`src/rtl/core/lmac_pkg.sv`:
```
package lmac_pkg;

    // table size and derived widths
    localparam int TABLE_DEPTH = 16;
    localparam int IDX_W       = (TABLE_DEPTH > 1) ? $clog2(TABLE_DEPTH) : 1;
    localparam int CNT_W       = $clog2(TABLE_DEPTH + 1);

    // field widths
    localparam int OP_W     = 2;
    localparam int LOCAL_W  = 8;
    localparam int MAC_W    = 48;
    localparam int STATUS_W = 2;
    localparam int CFG_IDX_W = 1;

    localparam logic [MAC_W-1:0]   MAC_ONES = {MAC_W{1'b1}};
    localparam logic [LOCAL_W-1:0] BCAST_RESET = 8'hff;
    localparam logic [LOCAL_W-1:0] NULL_RESET  = 8'h00;

    // operation codes
    localparam logic [OP_W-1:0] OP_SET           = 2'd0;
    localparam logic [OP_W-1:0] OP_SET_OWN       = 2'd1;
    localparam logic [OP_W-1:0] OP_FIND_BY_MAC   = 2'd2;
    localparam logic [OP_W-1:0] OP_FIND_BY_LOCAL = 2'd3;

    // status codes
    localparam logic [STATUS_W-1:0] ST_OK      = 2'd0;
    localparam logic [STATUS_W-1:0] ST_MISS    = 2'd1;
    localparam logic [STATUS_W-1:0] ST_FULL    = 2'd2;
    localparam logic [STATUS_W-1:0] ST_IGNORED = 2'd3;

    // configuration register indexes
    localparam logic [CFG_IDX_W-1:0] REG_BROADCAST = 1'd0;
    localparam logic [CFG_IDX_W-1:0] REG_NULL      = 1'd1;

    typedef enum logic [1:0] {
        TBL_INSERT,
        TBL_FIND_LOCAL,
        TBL_FIND_MAC
    } tbl_op_t;

    typedef enum logic {
        TS_IDLE,
        TS_SCAN
    } tbl_state_t;

    typedef enum logic {
        T_IDLE,
        T_WAIT
    } top_state_t;

    typedef struct packed {
        logic [LOCAL_W-1:0] local_addr;
        logic [MAC_W-1:0]   mac_addr;
    } entry_t;

    typedef struct packed {
        logic               valid;
        tbl_op_t            kind;
        logic [LOCAL_W-1:0] local_key;
        logic [MAC_W-1:0]   mac_key;
    } tbl_req_t;

    typedef struct packed {
        logic               done;
        logic               hit;
        logic               full;
        logic [LOCAL_W-1:0] local_data;
        logic [MAC_W-1:0]   mac_data;
    } tbl_rsp_t;

endpackage

```
`src/rtl/core/lmac_table.sv`:
```
module lmac_table (
    input  logic               clk,
    input  logic               rst_n,
    input  lmac_pkg::tbl_req_t req,
    output lmac_pkg::tbl_rsp_t rsp
);

    lmac_pkg::entry_t mem [lmac_pkg::TABLE_DEPTH];

    lmac_pkg::tbl_state_t             state_reg, state_next;
    logic [lmac_pkg::CNT_W-1:0]       idx_reg, idx_next;
    logic [lmac_pkg::CNT_W-1:0]       count_reg, count_next;
    lmac_pkg::tbl_op_t                kind_reg, kind_next;
    logic [lmac_pkg::LOCAL_W-1:0]     lkey_reg, lkey_next;
    logic [lmac_pkg::MAC_W-1:0]       mkey_reg, mkey_next;
    lmac_pkg::entry_t                 rd_data_reg;

    logic [lmac_pkg::CNT_W-1:0]       idx_inc;
    logic                             in_range;
    logic                             match;
    logic                             last;
    logic [lmac_pkg::IDX_W-1:0]       rd_addr;
    logic                             wr_en;
    logic [lmac_pkg::IDX_W-1:0]       wr_addr;

    // compare the entry read last cycle with the key
    assign idx_inc  = idx_reg + lmac_pkg::CNT_W'(1);
    assign in_range = (idx_reg < count_reg);
    assign last     = (idx_inc >= count_reg);
    assign match    = in_range && ((kind_reg == lmac_pkg::TBL_FIND_MAC) ?
                                   (rd_data_reg.mac_addr == mkey_reg) :
                                   (rd_data_reg.local_addr == lkey_reg));

    // next state
    always_comb
    begin
        state_next = state_reg;
        case (state_reg)
            lmac_pkg::TS_IDLE:
            begin
                if (req.valid)
                begin
                    state_next = lmac_pkg::TS_SCAN;
                end
            end
            lmac_pkg::TS_SCAN:
            begin
                if (match || last)
                begin
                    state_next = lmac_pkg::TS_IDLE;
                end
            end
            default: state_next = lmac_pkg::TS_IDLE;
        endcase
    end

    // scan control, write back and response
    always_comb
    begin
        idx_next   = idx_reg;
        count_next = count_reg;
        kind_next  = kind_reg;
        lkey_next  = lkey_reg;
        mkey_next  = mkey_reg;
        rd_addr    = '0;
        wr_en      = 1'b0;
        wr_addr    = idx_reg[lmac_pkg::IDX_W-1:0];
        rsp        = '0;
        rsp.local_data = rd_data_reg.local_addr;
        rsp.mac_data   = rd_data_reg.mac_addr;
        case (state_reg)
            lmac_pkg::TS_IDLE:
            begin
                if (req.valid)
                begin
                    idx_next  = '0;
                    kind_next = req.kind;
                    lkey_next = req.local_key;
                    mkey_next = req.mac_key;
                end
            end
            lmac_pkg::TS_SCAN:
            begin
                rd_addr = idx_inc[lmac_pkg::IDX_W-1:0];
                if (match)
                begin
                    rsp.done = 1'b1;
                    rsp.hit  = 1'b1;
                    if (kind_reg == lmac_pkg::TBL_INSERT)
                    begin
                        wr_en = 1'b1;
                    end
                end
                else if (last)
                begin
                    rsp.done = 1'b1;
                    if (kind_reg == lmac_pkg::TBL_INSERT)
                    begin
                        if (count_reg < lmac_pkg::CNT_W'(lmac_pkg::TABLE_DEPTH))
                        begin
                            wr_en      = 1'b1;
                            wr_addr    = count_reg[lmac_pkg::IDX_W-1:0];
                            count_next = count_reg + lmac_pkg::CNT_W'(1);
                        end
                        else
                        begin
                            rsp.full = 1'b1;
                        end
                    end
                end
                else
                begin
                    idx_next = idx_inc;
                end
            end
            default: ;
        endcase
    end

    // control registers
    always_ff @(posedge clk or negedge rst_n)
    begin
        if (!rst_n)
        begin
            state_reg <= lmac_pkg::TS_IDLE;
            count_reg <= '0;
        end
        else
        begin
            state_reg <= state_next;
            count_reg <= count_next;
        end
    end

    // scan index and key
    always_ff @(posedge clk)
    begin
        idx_reg  <= idx_next;
        kind_reg <= kind_next;
        lkey_reg <= lkey_next;
        mkey_reg <= mkey_next;
    end

    // entry memory, one registered read port and one write port
    always_ff @(posedge clk)
    begin
        if (wr_en)
        begin
            mem[wr_addr] <= {lkey_reg, mkey_reg};
        end
        rd_data_reg <= mem[rd_addr];
    end

endmodule

```
`src/rtl/core/local_to_mac_address_cache_top.sv`:
```
// channel    | transfer when       | signals
// -----------+---------------------+-----------------------------------------
// command    | start && !busy      | operation, local_addr, mac_addr
// result     | done                | status, local_out, mac_out
// config     | wr_en               | wr_index, wr_data
//
// broadcast, own pair and set-own answers: done in the cycle after the command
// table operations scan the entry memory one entry per cycle: done follows
// the last entry examined, and busy holds while the scan runs
// reset clears the table count and the own pair and loads both config registers with their reset values
// the receiver cannot stall: each result shows on done for one cycle
module local_to_mac_address_cache_top (
    input  logic                              clk,
    input  logic                              rst_n,
    input  logic                              start,
    output logic                              busy,
    input  logic [lmac_pkg::OP_W-1:0]         operation,
    input  logic [lmac_pkg::LOCAL_W-1:0]      local_addr,
    input  logic [lmac_pkg::MAC_W-1:0]        mac_addr,
    output logic                              done,
    output logic [lmac_pkg::STATUS_W-1:0]     status,
    output logic [lmac_pkg::LOCAL_W-1:0]      local_out,
    output logic [lmac_pkg::MAC_W-1:0]        mac_out,
    input  logic                              wr_en,
    input  logic [lmac_pkg::CFG_IDX_W-1:0]    wr_index,
    input  logic [lmac_pkg::LOCAL_W-1:0]      wr_data
);

    lmac_pkg::top_state_t             state_reg, state_next;
    logic [lmac_pkg::OP_W-1:0]        op_reg, op_next;
    logic [lmac_pkg::LOCAL_W-1:0]     bcast_reg;
    logic [lmac_pkg::LOCAL_W-1:0]     null_reg;
    logic [lmac_pkg::LOCAL_W-1:0]     own_local_reg;
    logic [lmac_pkg::MAC_W-1:0]       own_mac_reg;
    logic                             done_reg;
    logic [lmac_pkg::STATUS_W-1:0]    status_reg, status_next;
    logic [lmac_pkg::LOCAL_W-1:0]     local_out_reg, local_out_next;
    logic [lmac_pkg::MAC_W-1:0]       mac_out_reg, mac_out_next;

    logic                             accept;
    logic                             own_set;
    logic                             own_we;
    logic                             res_we;
    lmac_pkg::tbl_req_t               req;
    lmac_pkg::tbl_rsp_t               rsp;

    assign busy    = (state_reg != lmac_pkg::T_IDLE);
    assign accept  = start && !busy;
    assign own_set = (own_local_reg != null_reg);

    assign done      = done_reg;
    assign status    = status_reg;
    assign local_out = local_out_reg;
    assign mac_out   = mac_out_reg;

    lmac_table u_table (
        .clk   (clk),
        .rst_n (rst_n),
        .req   (req),
        .rsp   (rsp)
    );

    // next state
    always_comb
    begin
        state_next = state_reg;
        case (state_reg)
            lmac_pkg::T_IDLE:
            begin
                if (req.valid)
                begin
                    state_next = lmac_pkg::T_WAIT;
                end
            end
            lmac_pkg::T_WAIT:
            begin
                if (rsp.done)
                begin
                    state_next = lmac_pkg::T_IDLE;
                end
            end
            default: state_next = lmac_pkg::T_IDLE;
        endcase
    end

    // command decode, fast answers and table results
    always_comb
    begin
        req            = '0;
        req.local_key  = local_addr;
        req.mac_key    = mac_addr;
        res_we         = 1'b0;
        own_we         = 1'b0;
        op_next        = op_reg;
        status_next    = lmac_pkg::ST_OK;
        local_out_next = '0;
        mac_out_next   = '0;
        case (state_reg)
            lmac_pkg::T_IDLE:
            begin
                if (accept)
                begin
                    op_next = operation;
                    case (operation)
                        lmac_pkg::OP_SET:
                        begin
                            if (local_addr == bcast_reg)
                            begin
                                res_we      = 1'b1;
                                status_next = lmac_pkg::ST_IGNORED;
                            end
                            else
                            begin
                                req.valid = 1'b1;
                                req.kind  = lmac_pkg::TBL_INSERT;
                            end
                        end
                        lmac_pkg::OP_SET_OWN:
                        begin
                            res_we = 1'b1;
                            if (own_set)
                            begin
                                status_next = lmac_pkg::ST_IGNORED;
                            end
                            else
                            begin
                                own_we = 1'b1;
                            end
                        end
                        lmac_pkg::OP_FIND_BY_MAC:
                        begin
                            if (mac_addr == lmac_pkg::MAC_ONES)
                            begin
                                res_we         = 1'b1;
                                local_out_next = bcast_reg;
                            end
                            else if (own_set && (own_mac_reg == mac_addr))
                            begin
                                res_we         = 1'b1;
                                local_out_next = own_local_reg;
                            end
                            else
                            begin
                                req.valid = 1'b1;
                                req.kind  = lmac_pkg::TBL_FIND_MAC;
                            end
                        end
                        default:
                        begin
                            if (local_addr == bcast_reg)
                            begin
                                res_we       = 1'b1;
                                mac_out_next = lmac_pkg::MAC_ONES;
                            end
                            else
                            begin
                                req.valid = 1'b1;
                                req.kind  = lmac_pkg::TBL_FIND_LOCAL;
                            end
                        end
                    endcase
                end
            end
            lmac_pkg::T_WAIT:
            begin
                if (rsp.done)
                begin
                    res_we = 1'b1;
                    case (op_reg)
                        lmac_pkg::OP_SET:
                        begin
                            if (rsp.full)
                            begin
                                status_next = lmac_pkg::ST_FULL;
                            end
                        end
                        lmac_pkg::OP_FIND_BY_MAC:
                        begin
                            if (rsp.hit)
                            begin
                                local_out_next = rsp.local_data;
                            end
                            else
                            begin
                                local_out_next = null_reg;
                                status_next    = lmac_pkg::ST_MISS;
                            end
                        end
                        default:
                        begin
                            if (rsp.hit)
                            begin
                                mac_out_next = rsp.mac_data;
                            end
                            else
                            begin
                                mac_out_next = lmac_pkg::MAC_ONES;
                                status_next  = lmac_pkg::ST_MISS;
                            end
                        end
                    endcase
                end
            end
            default: ;
        endcase
    end

    // control registers
    always_ff @(posedge clk or negedge rst_n)
    begin
        if (!rst_n)
        begin
            state_reg <= lmac_pkg::T_IDLE;
            done_reg  <= 1'b0;
        end
        else
        begin
            state_reg <= state_next;
            done_reg  <= res_we;
        end
    end

    // pending operation and result payload
    always_ff @(posedge clk)
    begin
        op_reg <= op_next;
        if (res_we)
        begin
            status_reg    <= status_next;
            local_out_reg <= local_out_next;
            mac_out_reg   <= mac_out_next;
        end
    end

    // config registers and own pair; an unset own pair tracks the null value
    always_ff @(posedge clk or negedge rst_n)
    begin
        if (!rst_n)
        begin
            bcast_reg     <= lmac_pkg::BCAST_RESET;
            null_reg      <= lmac_pkg::NULL_RESET;
            own_local_reg <= lmac_pkg::NULL_RESET;
            own_mac_reg   <= '0;
        end
        else if (wr_en)
        begin
            case (wr_index)
                lmac_pkg::REG_BROADCAST:
                begin
                    bcast_reg <= wr_data;
                end
                lmac_pkg::REG_NULL:
                begin
                    if (!own_set)
                    begin
                        own_local_reg <= wr_data;
                    end
                    null_reg <= wr_data;
                end
                default: ;
            endcase
        end
        else if (own_we)
        begin
            own_local_reg <= local_addr;
            own_mac_reg   <= mac_addr;
        end
    end

endmodule

```
`config.mk`:
```
export PLATFORM = sky130hd
export DESIGN_NAME = local_to_mac_address_cache_top
export DESIGN_NICKNAME = d
export VERILOG_FILES = /design/src/rtl/core/lmac_pkg.sv /design/src/rtl/core/lmac_table.sv /design/src/rtl/core/local_to_mac_address_cache_top.sv
export SDC_FILE = /design/constraint.sdc
export NUM_CORES = 1
export LEC_CHECK = 0
export ABC_AREA = 1
export ABC_CLOCK_PERIOD_IN_PS = 8300
export BUFFER_PORTS_ARGS = -buffer_cell sky130_fd_sc_hd__buf_4
export CAP_MARGIN = 20
export CORE_MARGIN = 5
export CORE_UTILIZATION = 56
export DETAILED_ROUTE_END_ITERATION = 8
export PLACE_DENSITY = 0.73
export SETUP_SLACK_MARGIN = 0.2
export SYNTH_ARGS = -nofsm -noshare
export SYNTH_HDL_FRONTEND = slang
export SYNTH_SLANG_ARGS = --single-unit
```
`constraint.sdc`:
```
create_clock -name clk -period 8.3 [get_ports clk]
set_input_delay 0.83 -clock clk [delete_from_list [all_inputs] [get_ports clk]]
set_output_delay 0.83 -clock clk [all_outputs]
set_load 0.1 [all_outputs]
```
==> impl_results.html <==
<table>
<tr><th>Metric</th><th>Value</th></tr>
<tr><th colspan="2">STA</th></tr>
<tr><td>Total setup violations reported at the end of the flow</td><td>0</td></tr>
<tr><td>Normalized max-slew margin</td><td>23.1%</td></tr>
<tr><td>Final slew viol count</td><td>0</td></tr>
<tr><td>Crit path setup slack, layout</td><td>2.90 ns</td></tr>
<tr><td>Post-layout min period</td><td>5.40 ns</td></tr>
<tr><td>Fmax</td><td>185 MHz</td></tr>
<tr><td>Final sum of negative setup slack</td><td>0 ns</td></tr>
<tr><td>Fin. Hold Viols</td><td>0</td></tr>
<tr><td>Setup repair after global routing missed its margin</td><td>false</td></tr>
<tr><td>Layout Skew</td><td>0.0348 ns</td></tr>
<tr><td>Transition time of the tightest slew-check pin</td><td>1.15 ns</td></tr>
<tr><td>Period utilisation layout</td><td>65.1%</td></tr>
<tr><th colspan="2">Critical path</th></tr>
<tr><td>Crit path required time</td><td>8.59 ns</td></tr>
<tr><td>Worst Setup End Kind</td><td>flip-flop</td></tr>
<tr><td>Cells traversed along the worst timing path</td><td>ha_1 -&gt; nand2_1 -&gt; inv_1 -&gt; nand2_1 -&gt; xor2_1 -&gt; inv_1 -&gt; ha_1 -&gt; nand4_1 -&gt; or2_0 -&gt; nand3_2 -&gt; inv_1 -&gt; nor3_4 -&gt; nand3_4 -&gt; nand2_1 -&gt; nand2_1 -&gt; inv_1 -&gt; nand2_1 -&gt; nor2_4 -&gt; buf_4</td></tr>
<tr><td>Highest-delay cell along the critical path</td><td>nor2_4</td></tr>
<tr><td>Critical Path Max Stage Delay</td><td>0.94 ns</td></tr>
<tr><td>Cells on worst reg2reg path</td><td>19</td></tr>
<tr><td>FF-to-FF Start</td><td>u_table.idx_reg[0]</td></tr>
<tr><td>Element type at the critical path start</td><td>flip-flop</td></tr>
<tr><td>Library cell appearing most often on the critical path</td><td>nand2_1</td></tr>
<tr><td>Highest net fanout along the worst path</td><td>32</td></tr>
<tr><td>Worst R2R Setup Slack</td><td>2.90 ns</td></tr>
<tr><td>Worst reg2reg endpoint</td><td>u_table.mem[9][48]</td></tr>
<tr><td>WS Path Type</td><td>flip-flop to flip-flop</td></tr>
<tr><td>Data arrival time of the critical path</td><td>5.69 ns</td></tr>
<tr><th colspan="2">Synth</th></tr>
<tr><td>Number of enable-type register cells in the synthesized netlist</td><td>1,019</td></tr>
<tr><td>Post-synth top cells</td><td>edfxtp_1, nor2_1, o21ai_0</td></tr>
<tr><td>Cell type with the largest total area after synthesis</td><td>edfxtp_1</td></tr>
<tr><td>Post-synthesis average cell area</td><td>12.4 µm²</td></tr>
<tr><td>Ys Warns</td><td>0</td></tr>
<tr><td>Synth Flop Type</td><td>edfxtp_1</td></tr>
<tr><td>Sequential element share of the synthesized area</td><td>72.6%</td></tr>
<tr><td>Synthesis-stage register bit count</td><td>1,155</td></tr>
<tr><td>Fraction of synthesized cell area taken by the top area cell type</td><td>65.8%</td></tr>
<tr><td>Share of flip-flops with an asynchronous set or reset after synthesis</td><td>6.93%</td></tr>
<tr><td>Most repeated cell in the gate-level netlist after synthesis</td><td>edfxtp_1</td></tr>
<tr><td>Leading cell types by total area after synthesis</td><td>edfxtp_1, nor2_1, o21ai_0</td></tr>
<tr><td>Synthesized net count</td><td>3,845</td></tr>
<tr><td>Count of mapped cells out of synthesis</td><td>3,758</td></tr>
<tr><td>Netlist area before placement</td><td>0.0465 mm²</td></tr>
<tr><td>Distinct cell type count of the synthesized netlist</td><td>46</td></tr>
<tr><th colspan="2">CTS</th></tr>
<tr><td>Total number of clock tree sinks</td><td>1,155</td></tr>
<tr><td>Insertion delay of the later-clocked pin in the worst-skew pair</td><td>0.69 ns</td></tr>
<tr><td>H-Tree Level Count</td><td>3</td></tr>
<tr><td>Cts-stage hold buffer count</td><td>0</td></tr>
<tr><td>Count of buffers added by post-CTS timing repair for setup</td><td>0</td></tr>
<tr><td>Clock-pin slew reported for the worst setup and hold paths after clock tree synthesis</td><td>0.06 ns</td></tr>
<tr><td>Clock Tree Root</td><td>clkbuf_16</td></tr>
<tr><td>Cells resized by post-CTS repair</td><td>0</td></tr>
<tr><td>Maximum buffer depth of the clock tree</td><td>3</td></tr>
<tr><td>Number of clock buffers inserted by TritonCTS</td><td>111</td></tr>
<tr><td>CTS tree</td><td>yes</td></tr>
<tr><th colspan="2">Power</th></tr>
<tr><td>Leakage Power</td><td>18.6 nW</td></tr>
<tr><td>Power per unit of standard cell area</td><td>222 mW/mm²</td></tr>
<tr><td>Overall power after layout</td><td>11.6 mW</td></tr>
<tr><td>Peak supply drop</td><td>0.173 mV</td></tr>
<tr><th colspan="2">Layout</th></tr>
<tr><td>Cell Count, Final, Fillers Out</td><td>4,995</td></tr>
<tr><td>Register ranked first by flip-flop count</td><td>u_table.mem</td></tr>
<tr><td>Flip-flop count of the largest register, all copies and words added</td><td>896</td></tr>
<tr><td>Area added between synthesis and finish</td><td>12.4%</td></tr>
<tr><td>Nets</td><td>3,914</td></tr>
<tr><td>Share of post-route cells with drive strength above 1</td><td>11.3%</td></tr>
<tr><th colspan="2">Placement</th></tr>
<tr><td>Global placer's final weighted congestion</td><td>0.898</td></tr>
<tr><td>Dpl ws</td><td>3.03 ns</td></tr>
<tr><td>Number of instances in the placed design</td><td>4,782</td></tr>
<tr><td>Port Buf Inserts</td><td>130</td></tr>
<tr><td>Estimated wirelength of the detail-placed design</td><td>64,900 µm</td></tr>
<tr><th colspan="2">Global route</th></tr>
<tr><td>Via count of the first global-routing pass</td><td>29,610</td></tr>
<tr><td>Antenna violations before repair</td><td>5</td></tr>
<tr><td>First-pass GRT wire length</td><td>186,000 µm</td></tr>
<tr><td>GRT overflow</td><td>0</td></tr>
<tr><td>Global routing usage summed across all routing layers</td><td>27.5%</td></tr>
<tr><td>Maximum number of pins on one net before global-route repair</td><td>167</td></tr>
<tr><th colspan="2">Route</th></tr>
<tr><td>Detailed-routing iteration count for the pre-antenna-repair pass</td><td>6</td></tr>
<tr><td>Final wirelength</td><td>126,000 µm</td></tr>
<tr><td>Via-to-Cell Ratio</td><td>6.18</td></tr>
<tr><td>Mean routed wirelength per cell</td><td>25.2 µm</td></tr>
<tr><td>Residual antenna-violating net count after detailed routing</td><td>0</td></tr>
<tr><td>Number of design-rule violations left by the first detailed-router iteration</td><td>4,204</td></tr>
<tr><td>Remaining design rule violation count</td><td>0</td></tr>
<tr><td>Total number of vias</td><td>30,866</td></tr>
<tr><th colspan="2">Floorplan</th></tr>
<tr><td>Die outline area</td><td>0.0889 mm²</td></tr>
<tr><td>IO Count</td><td>131</td></tr>
<tr><td>Core area</td><td>0.0822 mm²</td></tr>
<tr><td>Floorplan row count</td><td>105</td></tr>
<tr><td>Horizontal extent of the die</td><td>298 µm</td></tr>
<tr><td>Die outline height</td><td>298 µm</td></tr>
<tr><td>Starting utilization of the core area</td><td>56.5%</td></tr>
<tr><th colspan="2">Worst hold path</th></tr>
<tr><td>Worst min-delay path class</td><td>input port to asynchronous set/reset pin</td></tr>
<tr><th colspan="2">Job</th></tr>
<tr><td>Max_cap viols</td><td>0</td></tr>
<tr><th colspan="2">Outcome</th></tr>
<tr><td>Status</td><td>completed</td></tr>
</table>
-- logic make-up after synthesis --
group / synth area share, %
simple gates: 13.1
flops: 72.6
compound gates: 8.66
buf+inv: 2.80
xor+xnor: 1.68
mux: 0.799
fa+ha+maj: 0.431
-- final cells by class --
cell class                      instances  area (µm²)
Antenna cell                            1        2.50
Clock buffer                          149        3030
Clock inverter                         61         733
Fill cell                            6011       30000
Inverter                              113         449
Multi-Input combinational cell       2272       11600
Sequential cell                      1155       33700
Tap cell                             1070        1340
Timing Repair Buffer                  174        1350
-- worst max path at each step --
stage	startpoint	end	slack, ns	cells after the start
global route	u_table.idx_reg[0]	u_table.mem[9][51]	2.64	19
CTS	u_table.idx_reg[0]	u_table.mem[9][48]	3.02	19
floorplan	u_table.idx_reg[0]	u_table.mem[0][0]	2.92	15
detailed placement	u_table.idx_reg[0]	u_table.mem[9][53]	3.03	19
global placement	u_table.idx_reg[0]	u_table.mem[9][53]	3.09	19
finish	u_table.idx_reg[0]	u_table.mem[9][48]	2.90	19
-- report_power, final --
group	internal (mW)	switching, mW	leakage [nW]
combinational	0.0478	0.0796	5.98
sequential	6.25	0.0116	10.8
clock	3.01	2.18	1.82
-- per-layer routing --
metal	part of all wire, %	track usage [%]	vias up
li1	-	-	13678
met2	47	44.2	1859
met1	39	38.8	15039
met5	0.017	0	-
met3	10	4.68	286
met4	3.0	8.81	4
-- critical path: cells and delay by family (launching register included) --
kind	cells	cell delay (ns)
xor gates and xnor gates	1	0.20
buffers and inverters	5	1.06
and+or+nand+nor	11	2.44
adders and majority gates	2	0.67
DFF	1	0.60
-- cell usage in the layout (no fill, tap or decap), drive strengths merged, types with 16 or more instances in the layout --
master / instances
nor2: 969
or2: 17
xor2: 36
dfxtp: 56
o311ai: 220
nand4: 40
edfxtp: 1019
xnor2: 53
buf: 174
clkbuf: 149
nand3: 152
ha: 16
clkinv: 42
dfrtp: 72
inv: 111
o21ai: 390
mux2: 33
nand2: 301
-- through the flow --
stage / util, % / cell area [µm²] / hold WS [ns]
3_3_place_gp: 58.9 / 48400 / 0.485
3_5_place_dp: 58.9 / 48400 / 0.492
4_1_cts: 63.5 / 52200 / 0.117
6_report: 63.5 / 52300 / 0.131
2_1_floorplan: - / 46500 / 0.467
5_1_grt: 63.5 / 52300 / 0.154
Power figures use the tool's default switching activity.
